===== src/tsb_pkg.sv =====
// shared types and constants for the timer slot bank
package tsb_pkg;

  // bank size and derived widths
  localparam int unsigned TIMERS = 16;
  localparam int unsigned IDX_W  = (TIMERS > 1) ? $clog2(TIMERS) : 1;
  localparam int unsigned CNT_W  = $clog2(TIMERS + 1);
  localparam int unsigned TIME_W = 64;

  // field widths
  localparam int unsigned CMD_W   = 2;
  localparam int unsigned ADDR_W  = 3;
  localparam int unsigned DATA_W  = 32;
  localparam int unsigned RD_W    = 5;
  localparam int unsigned TIDX_W  = 4;
  localparam int unsigned S_TDATA_W = 40;
  localparam int unsigned M_TDATA_W = 16;

  // command codes
  localparam logic [CMD_W-1:0] CMD_TICK  = 2'd0;
  localparam logic [CMD_W-1:0] CMD_READ  = 2'd1;
  localparam logic [CMD_W-1:0] CMD_WRITE = 2'd2;

  // register index of the count / arm register
  localparam logic [ADDR_W-1:0] ARM_REG = 3'd7;

  // sequencer states
  typedef enum logic {
    ST_IDLE,
    ST_EVAL
  } state_e;

  // broadcast control from the sequencer to every cell
  typedef struct packed {
    logic              fire_en;
    logic              arm_en;
    logic              reuse_any;
    logic [CNT_W-1:0]  count;
    logic [TIME_W-1:0] now;
    logic [TIME_W-1:0] arm_end;
  } cell_ctl_t;

  // link handed from one cell to the next
  typedef struct packed {
    logic             fire;
    logic             free;
    logic [IDX_W-1:0] fire_idx;
  } cell_link_t;

endpackage


===== src/timer_slot_bank_irq.sv =====
// top level of the timer slot bank: beat capture, sequencer, cell row, result register
//
//   channel | dir | tdata (low bit up)                  | tuser
//   s_axis  | in  | addr, wr_data, intr_busy, pad to 40 | cmd
//   m_axis  | out | rd_data, irq, irq_timer, no_slot,   | -
//           |     | pad to 16                           |
//
// each beat is captured, then evaluated in one pass along the row of slot cells,
// where the compares run in parallel and the pick ripples through the cells.
// reset zeroes the millisecond counter and slot count and marks every slot done;
// end times are loaded on arm. a result waiting on m_axis does not stop the next
// capture; the evaluate step holds while the result register is still occupied.
module timer_slot_bank_irq (
  input  logic                               clk_i,
  input  logic                               rst_ni,
  input  logic                               s_axis_tvalid,
  output logic                               s_axis_tready,
  // addr[2:0], wr_data[34:3], intr_busy[35], zero[39:36]
  input  logic [tsb_pkg::S_TDATA_W-1:0]      s_axis_tdata,
  // cmd[1:0]
  input  logic [tsb_pkg::CMD_W-1:0]          s_axis_tuser,
  output logic                               m_axis_tvalid,
  input  logic                               m_axis_tready,
  // rd_data[4:0], irq[5], irq_timer[9:6], no_slot[10], zero[15:11]
  output logic [tsb_pkg::M_TDATA_W-1:0]      m_axis_tdata
);
  import tsb_pkg::*;

  state_e            state_q, state_d;
  logic              s_beat;
  logic              eval_go;
  logic              out_free;

  logic [CMD_W-1:0]  cmd_q;
  logic [ADDR_W-1:0] addr_q;
  logic              busy_q;
  logic [TIME_W-1:0] arm_end_q;
  logic [TIME_W-1:0] now_q;
  logic [CNT_W-1:0]  count_q;

  logic              out_valid_q;
  logic [M_TDATA_W-1:0] out_data_q, out_data_d;

  logic              is_tick;
  logic              is_arm;
  logic              is_rd7;
  logic              append_ok;

  cell_ctl_t         ctl;
  cell_link_t        link [TIMERS+1];

  assign s_beat   = s_axis_tvalid && s_axis_tready;
  assign out_free = !out_valid_q || m_axis_tready;

  // decode of the captured beat
  assign is_tick   = (cmd_q == CMD_TICK);
  assign is_arm    = (cmd_q == CMD_WRITE) && (addr_q == ARM_REG);
  assign is_rd7    = (cmd_q == CMD_READ) && (addr_q == ARM_REG);
  assign append_ok = (count_q < CNT_W'(TIMERS));

  // next state
  always_comb begin
    state_d = state_q;
    unique case (state_q)
      ST_IDLE: begin
        if (s_beat) state_d = ST_EVAL;
      end
      ST_EVAL: begin
        if (out_free) state_d = ST_IDLE;
      end
      default: state_d = ST_IDLE;
    endcase
  end

  // sequencer outputs
  always_comb begin
    s_axis_tready = 1'b0;
    eval_go       = 1'b0;
    unique case (state_q)
      ST_IDLE: s_axis_tready = 1'b1;
      ST_EVAL: eval_go       = out_free;
      default: s_axis_tready = 1'b0;
    endcase
  end

  always_ff @(posedge clk_i or negedge rst_ni) begin
    if (!rst_ni) begin
      state_q <= ST_IDLE;
    end else begin
      state_q <= state_d;
    end
  end

  // beat capture
  always_ff @(posedge clk_i) begin
    if (s_beat) begin
      cmd_q     <= s_axis_tuser;
      addr_q    <= s_axis_tdata[ADDR_W-1:0];
      busy_q    <= s_axis_tdata[ADDR_W+DATA_W];
      arm_end_q <= now_q + TIME_W'(s_axis_tdata[ADDR_W+DATA_W-1:ADDR_W]);
    end
  end

  // millisecond counter, stepped at capture of a tick
  always_ff @(posedge clk_i or negedge rst_ni) begin
    if (!rst_ni) begin
      now_q <= '0;
    end else if (s_beat && (s_axis_tuser == CMD_TICK)) begin
      now_q <= now_q + TIME_W'(1);
    end
  end

  // broadcast to the cells
  always_comb begin
    ctl.fire_en   = eval_go && is_tick && !busy_q;
    ctl.arm_en    = eval_go && is_arm && (link[TIMERS].free || append_ok);
    ctl.reuse_any = link[TIMERS].free;
    ctl.count     = count_q;
    ctl.now       = now_q;
    ctl.arm_end   = arm_end_q;
  end

  assign link[0] = '0;

  // row of slot cells
  for (genvar g = 0; g < TIMERS; g++) begin : g_cell
    tsb_cell u_cell (
      .clk_i  (clk_i),
      .rst_ni (rst_ni),
      .idx_i  (CNT_W'(g)),
      .ctl_i  (ctl),
      .link_i (link[g]),
      .link_o (link[g+1])
    );
  end

  // slot count grows on append
  always_ff @(posedge clk_i or negedge rst_ni) begin
    if (!rst_ni) begin
      count_q <= '0;
    end else if (ctl.arm_en && !link[TIMERS].free) begin
      count_q <= count_q + CNT_W'(1);
    end
  end

  // result beat
  always_comb begin
    out_data_d = '0;
    if (is_rd7) begin
      out_data_d[RD_W-1:0] = RD_W'(count_q);
    end
    if (ctl.fire_en && link[TIMERS].fire) begin
      out_data_d[RD_W] = 1'b1;
      out_data_d[RD_W+TIDX_W:RD_W+1] = TIDX_W'(link[TIMERS].fire_idx);
    end
    out_data_d[RD_W+TIDX_W+1] = is_arm && !link[TIMERS].free && !append_ok;
  end

  always_ff @(posedge clk_i or negedge rst_ni) begin
    if (!rst_ni) begin
      out_valid_q <= 1'b0;
    end else if (eval_go) begin
      out_valid_q <= 1'b1;
    end else if (m_axis_tready) begin
      out_valid_q <= 1'b0;
    end
  end

  always_ff @(posedge clk_i) begin
    if (eval_go) begin
      out_data_q <= out_data_d;
    end
  end

  assign m_axis_tvalid = out_valid_q;
  assign m_axis_tdata  = out_data_q;

endmodule


===== src/tsb_cell.sv =====
// one timer slot: end time, done flag and its stage of the priority chains
module tsb_cell (
  input  logic                      clk_i,
  input  logic                      rst_ni,
  input  logic [tsb_pkg::CNT_W-1:0] idx_i,
  input  tsb_pkg::cell_ctl_t        ctl_i,
  input  tsb_pkg::cell_link_t       link_i,
  output tsb_pkg::cell_link_t       link_o
);
  import tsb_pkg::*;

  logic [TIME_W-1:0] end_q;
  logic              done_q;
  logic              in_use;
  logic              expired;
  logic              free_here;
  logic              take_fire;
  logic              take_arm;

  // local tests on this slot
  assign in_use    = idx_i < ctl_i.count;
  assign expired   = in_use && !done_q && (ctl_i.now >= end_q);
  assign free_here = in_use && done_q;

  // claim only when no lower slot claimed first
  assign take_fire = ctl_i.fire_en && expired && !link_i.fire;
  assign take_arm  = ctl_i.arm_en &&
                     ((free_here && !link_i.free) ||
                      (!ctl_i.reuse_any && (idx_i == ctl_i.count)));

  // hand the chains on to the next cell
  always_comb begin
    link_o.fire     = link_i.fire | expired;
    link_o.free     = link_i.free | free_here;
    link_o.fire_idx = link_i.fire ? link_i.fire_idx : idx_i[IDX_W-1:0];
  end

  // done flag
  always_ff @(posedge clk_i or negedge rst_ni) begin
    if (!rst_ni) begin
      done_q <= 1'b1;
    end else if (take_arm) begin
      done_q <= 1'b0;
    end else if (take_fire) begin
      done_q <= 1'b1;
    end
  end

  // end time, written on arm only
  always_ff @(posedge clk_i) begin
    if (take_arm) begin
      end_q <= ctl_i.arm_end;
    end
  end

endmodule

===== config.mk =====
export PLATFORM = sky130hd
export DESIGN_NAME = timer_slot_bank_irq
export DESIGN_NICKNAME = d
export VERILOG_FILES = /design/src/tsb_pkg.sv /design/src/timer_slot_bank_irq.sv /design/src/tsb_cell.sv
export SDC_FILE = /design/constraint.sdc
export NUM_CORES = 2
export LEC_CHECK = 0
export ABC_AREA = 1
export ABC_CLOCK_PERIOD_IN_PS = 9700
export BUFFER_PORTS_ARGS = -buffer_cell sky130_fd_sc_hd__buf_2
export CAP_MARGIN = 25
export CORE_UTILIZATION = 60
export CTS_BUF_LIST = sky130_fd_sc_hd__clkbuf_2 sky130_fd_sc_hd__clkbuf_4 sky130_fd_sc_hd__clkbuf_8
export DETAILED_ROUTE_END_ITERATION = 8
export PLACE_DENSITY = 0.84
export SYNTH_ARGS = -nofsm -noshare
export SYNTH_HDL_FRONTEND = slang
export SYNTH_SLANG_ARGS = --single-unit

===== constraint.sdc =====
create_clock -name clk_i -period 9.7 [get_ports clk_i]
set_input_delay 1.455 -clock clk_i [delete_from_list [all_inputs] [get_ports clk_i]]
set_output_delay 1.455 -clock clk_i [all_outputs]
set_load 0.05 [all_outputs]

# Word-level counts from Yosys, hierarchy flattened
# Cells that the tools add are included.
# Widths: inputs -> output; s select.
# classes
reduce_logical	226
eq_ne	18
shift	0
magnitude_cmp	33
add_sub_neg	3
bitwise_logic	31
div	0
muxes	55
multipliers	0
# ops
operator	n
$ge 64x64->1	16
$logic_and 1x1->1	138
$add 64x1->64 const B	1
$add 64x32->64	1
$logic_not 1->1	50
$eq 4x5->1 const A	8
$lt 4x5->1 const A	8
$mux 1	40
$reduce_bool 2->1	17
$mux 4	8
$or 1x1->1	30
$eq 3x5->1 const A	4
$lt 3x5->1 const A	4
$logic_or 1x1->1	18
$mux 3	4
$eq 2x5->1 const A	2
$lt 1x5->1 const A	2
$lt 2x5->1 const A	2
$add 5x1->5 const B	1
$eq 1x5->1 const A	1
$logic_not 5->1	1
$lt 5x5->1 const B	1
$logic_not 2->1	2
$mux 2	2
other kinds (5)	5
# word_totals
latchBits	0
out_inout_bits	18
romBits	0
reg_bits	1192
memories	0
ram_bits	0

# Longest topological paths before layout
# depth
depth_word	22
ltp_mapped	29
mapped_depth_nobuf	29

# Cells and area by module
# Synthesis repeated with hierarchy kept, for this count alone.
# hier_totals
hier_cells	7733
area_unflattened_um2	73226.5
# modules_own_cells
mod	instances	seq_area_each_um2	area_each_um2	cells_per_inst
tsb_cell	16	1948.1	3927.5	391
timer_slot_bank_irq	1	4209.0	10386.2	1477

# Worst setup path before layout
# Ideal clock, no wire load.
# synth_timing
path_kind	input to register
from	in m_axis_tready
to	reg g_cell[15].u_cell.end_q[0] (enable)
setup_slack_ns	0.695
arrival_ns	8.362
setup_ns	0.644
n_path_buf	0
stages	6
path_cell_list	inv_1 nand2_1 nand2_1 nor2_1 inv_1 nor4_1
# synth_via
elab_chain_cells	5
# synth_rtl
element	line_no	rtl
start: declaration	timer_slot_bank_irq.sv:23	input logic m_axis_tready,
$logic_or 1x1->1	timer_slot_bank_irq.sv:53	assign out_free = !out_valid_q || m_axis_tready;
$mux 1	timer_slot_bank_irq.sv:79	unique case (state_q)
$logic_and 1x1->1 (2 in a row)	timer_slot_bank_irq.sv:116	ctl.arm_en = eval_go && is_arm && (link[TIMERS].free || append_ok);
$logic_and 1x1->1	tsb_cell.sv:27	assign take_arm = ctl_i.arm_en &&
named net g_cell[15].u_cell.take_arm	tsb_cell.sv:18	logic take_arm;
end signal: assignment	tsb_cell.sv:52	end_q <= ctl_i.arm_end;
end: declaration	tsb_cell.sv:12	logic [TIME_W-1:0] end_q;
# The timed path passes the listed nets, and every way through them passes these cells.
# A chain may end at the register's enable or synchronous reset.

# Final worst setup path
# layout_timing
from	in s_axis_tdata[3] (netlist name)
to	reg arm_end_q[48] (data pin)
# layout_via
elab_chain_cells	1
# layout_rtl
element	line_no	rtl
start: declaration	timer_slot_bank_irq.sv:19	input logic [tsb_pkg::S_TDATA_W-1:0] s_axis_tdata,
$add 64x32->64	timer_slot_bank_irq.sv:100	arm_end_q <= now_q + TIME_W'(s_axis_tdata[ADDR_W+DATA_W-1:ADDR_W]);
end signal: assignment	timer_slot_bank_irq.sv:100	
end: declaration	timer_slot_bank_irq.sv:37	logic [TIME_W-1:0] arm_end_q;
# Every way passes these cells.

==> summary by stage <==
Synthesis
The instance count of the mapped netlist is 6227. The number of flops mapped to enable cells by yosys is 1105. The most used flip-flop cell after synthesis is sky130_fd_sc_hd__edfxtp_1. Yosys mapped the design onto 65 distinct sky130hd cell types. The share of the yosys chip area belonging to registers is 0.530. The register bit count reported by yosys is 1192.

The netlist area before placement is 0.0668 mm2. The async set-or-reset flop fraction in the synthesized netlist is 0.0730. Of the post-synthesis cell area, the dominant cell type holds 0.497. The number of synthesis warnings is 0. Dividing the synthesized area by the synthesized cell count gives 10.7 um2.

By area the synthesized netlist is led by sky130_fd_sc_hd__edfxtp_1, sky130_fd_sc_hd__ha_1, sky130_fd_sc_hd__inv_1, sky130_fd_sc_hd__nand2_1, sky130_fd_sc_hd__a21oi_1. The cell type with the largest total area after synthesis is sky130_fd_sc_hd__edfxtp_1.

Critical path
The delay of the slowest cell on the worst path is 0.51 ns. The largest individual stage delay along the critical path comes from the cell sky130_fd_sc_hd__o21ai_1. STA classifies the critical path endpoint as a flop. At the worst endpoint, the required time is 10.35 ns. The number of cells on the worst reg-to-reg path is 18. The kind of start point of the critical path is an input pin. The data arrival at the endpoint of the critical path is 5.74 ns. By startpoint and endpoint, the worst setup path is classified as in2reg. For flop-to-flop paths, the worst setup slack is 4.70 ns. The worst register-to-register path begins at now_q[6]$_DFFE_PN0P_. The endpoint of the lowest-slack register-to-register path is m_axis_tdata[8]$_SDFFCE_PN0P_.

Along the worst path, the maximum fanout reaches 4. The signal on the critical path passes through buf_2 -> ha_1 -> inv_1 -> fa_1 -> nand3b_1 -> nand2_1 -> a21oi_1 -> o21ai_1 -> a21boi_0 -> o21ai_1 -> a21boi_0 -> o21bai_1 -> a21oi_1 -> o21ai_1 -> nand2_1 -> nor2_1 -> nand2_1 -> xor2_1.

GRT
The aggregate global-route resource usage is 0.323. The aggregate global routing overflow is 0. The number of antenna violations at the first check in global routing is 6.

The first global-routing pass estimated 272 mm of wire. The largest net degree at the start of global routing is 66. The number of global-route vias before repair is 49311.

STA
In the final timing run, aggregate negative setup slack is 0 ns. The routed design could run at a clock period as short as 5.09 ns. Setup repair after global routing left no endpoint under its margin. The total count of max-transition violations in the final report is 0. The slew at the pin closest to its max-slew limit is 1.12 ns. The number of endpoints failing setup at the final stage is 0. Clock skew on the completed layout was measured at 0.0510 ns.

Measured against its own limit, the worst slew margin works out to 0.244. The share of the clock period used by the worst path after layout is 0.525. Based on the critical path, the design can be clocked at up to 0.196 GHz. The number of hold violations in the final report was 0. Setup slack on the critical path of the routed design comes to 4.61 ns.

Clock tree
The maximum clock insertion buffer count is 3. In this run, post-CTS hold repair placed 0 buffers. CTS saw 1192 sinks.

The total CTS buffers is 192. The TritonCTS clock tree is done. The number of gates resized after CTS was 0. The H-tree generated during clock tree synthesis spans 4 levels. Buffers added to address setup during post-CTS repair amount to 0. The buffer cell driving the clock tree root is sky130_fd_sc_hd__clkbuf_8. After clock tree synthesis, the clock-pin slew on the worst setup and hold paths is 0.06 ns.

The insertion delay of the later-clocked pin in the worst-skew pair is 0.91 ns.

Die
The area of the die is 0.113 mm2. The core region is 0.111 mm2. The initial cell density of the core is 0.605. The count of boundary I/O pins is 64.

In this run the vertical extent of the chip is 336 um. The count of standard-cell rows is 122. The die is 336 um wide.

Pwr
The analysis attributes to cell leakage a power of 34.2 nW. The share of total power dissipated in the clock network is 0.383. The internal power contribution is 8.49 mW. Of the total power, combinational logic draws 0.072. The share of total power dissipated in sequential elements is 0.545. Of the total power, the share spent switching nets is 0.257. Power spread over the standard cell area amounts to 155 mW/mm2. The total power after layout is 11.4 mW.

The worst-case IR drop observed on VDD is 0.000113 V. The switching component of the power is 2.94 mW.

Finish
For this run, the share of the core covered by cells in the final layout is 0.666. The area growth from synthesis to final layout is 10.1%. In the final layout, the share of cells above drive strength 1 is 0.0784. The most common cell after layout, fill and taps aside is sky130_fd_sc_hd__inv_1.

In the layout the commonest cells are sky130_fd_sc_hd__inv_1, sky130_fd_sc_hd__edfxtp_1, sky130_fd_sc_hd__ha_1, sky130_fd_sc_hd__nand2_1, sky130_fd_sc_hd__a21oi_1. After routing the design area is 0.0736 mm2. For this run, the post-layout net count is 7666.

Placement
Prior to clock tree synthesis, the placed netlist has a worst setup slack of 3.98 ns. During placement, the flow inserted port buffers numbering 54. At the end of routability-driven placement, the weighted congestion stood at 0.948.

In this run the cell area measured after placement is 0.0697 mm2. The half-perimeter wire length of the detailed placement result is 118 mm.

Outcome
The run finished with clean final reports.

Detailed routing
The overall via count from detail_route is 48361. In the final routed layout, each cell accounts on average for 21.9 um. The total detailed-routing wirelength is 180 mm. For this run, the detailed router's first-pass iteration total came to 9. In this run, the number of DRC markers left after iteration 0 of detailed routing was 4930. After detailed routing, the number of remaining DRC violations is 0. Using the TritonRoute via totals, the vias-per-cell ratio works out to 5.90. The count of nets left with antenna violations once routing finished came out at 0.

Worst hold path
The worst hold path terminates at m_axis_tvalid$_DFFE_PN0P_. The path class of the tightest hold or removal check is reg2reg. The origin of the worst min-delay path is m_axis_tvalid$_DFFE_PN0P_. Counting instances, the worst hold path has a depth of 2.

Run
The number of maximum-capacitance violations is 0.
==> sequential cells by signal, indices dropped and copies added, names as in the netlist <==
name and flops:
addr_q 3, arm_end_q 64, busy_q 1, cmd_q 2
count_q 5, g_cell.u_cell.done_q 16, g_cell.u_cell.end_q 1024, m_axis_tdata 11
m_axis_tvalid 1, now_q 64, state_q 1
==> metal layers <==
| metal | share of wire | vias to the layer above | global-route usage |
|---|---|---|---|
| li1 | - | 22019 | - |
| met3 | 0.12 | 752 | 0.0778 |
| met2 | 0.45 | 2823 | 0.513 |
| met1 | 0.36 | 22759 | 0.395 |
| met4 | 0.071 | 8 | 0.214 |
| met5 | 0.00028 | - | 0 |
==> synth_stat cells, types with 71 or more instances <==
cell,n
sky130_fd_sc_hd__xor2_1,95
sky130_fd_sc_hd__o21ai_0,153
sky130_fd_sc_hd__ha_1,1060
sky130_fd_sc_hd__dfrtp_1,71
sky130_fd_sc_hd__nand2_1,877
sky130_fd_sc_hd__inv_1,1335
sky130_fd_sc_hd__nand4_1,121
sky130_fd_sc_hd__nor3_1,93
sky130_fd_sc_hd__edfxtp_1,1105
sky130_fd_sc_hd__a21oi_1,544
sky130_fd_sc_hd__nand3_1,132
sky130_fd_sc_hd__nor2_1,305
==> critical path, delay by kind of cell <==
family / cells / cell delay [ns]
compound gates: 8 / 2.21
fa+ha+maj: 2 / 0.73
xor+xnor: 1 / 0.15
buf+inv: 2 / 0.24
simple gates: 5 / 0.94
==> kinds of logic after synthesis <==
| logic type | after synthesis | share of synthesized area |
|---|---|---|
| xor gates and xnor gates | 126 | 0.0165 |
| other | 1 | 0.0000561 |
| AOI/OAI and AO/OA | 875 | 0.0732 |
| and+or+nand+nor | 1620 | 0.105 |
| adders and majority gates | 1061 | 0.199 |
| buffers and inverters | 1352 | 0.0768 |
| DFF | 1192 | 0.530 |
==> worst max path at each step <==
stage,from,end,slack [ns],depth (start not counted)
floorplan,m_axis_tready,g_cell[15].u_cell.end_q[0]$_DFFE_PP_,0.69,6
global placement,s_axis_tdata[3],arm_end_q[48]$_DFFE_PP_,4.08,18
detailed placement,s_axis_tdata[3],arm_end_q[48]$_DFFE_PP_,3.98,18
CTS,count_q[4]$_DFFE_PN0P_,g_cell[1].u_cell.end_q[28]$_DFFE_PP_,4.80,22
global route,count_q[4]$_DFFE_PN0P_,g_cell[1].u_cell.end_q[40]$_DFFE_PP_,4.40,22
finish,s_axis_tdata[3],arm_end_q[48]$_DFFE_PP_,4.61,18
==> cell type report <==
class	instances	area, um2
Antenna cell	3	7.51
Clock buffer	277	3370
Clock inverter	67	435
Fill cell	7736	37000
Inverter	1339	5030
Multi-Input combinational cell	3687	26500
Sequential cell	1192	35400
Tap cell	1488	1860
Timing Repair Buffer	147	996
==> power groups by stage <==
stage	logic [mW]	registers, mW	clock network (mW)
floorplan	0.451	6.21	0
global placement	0.754	6.32	0
detailed placement	0.799	6.33	0
CTS	0.812	6.22	4.36
global route	0.908	6.24	4.59
finish	0.824	6.23	4.37
==> through the flow <==
step                      hold slack [ns]  std cells
after CTS                           0.496       8194
final                               0.496       8200
after detailed placement            0.485       7850
after global placement              0.479       7848
after floorplan                     0.463       6231
after global routing                0.516       8199
No activity file was read; power rests on OpenSTA's default activity.
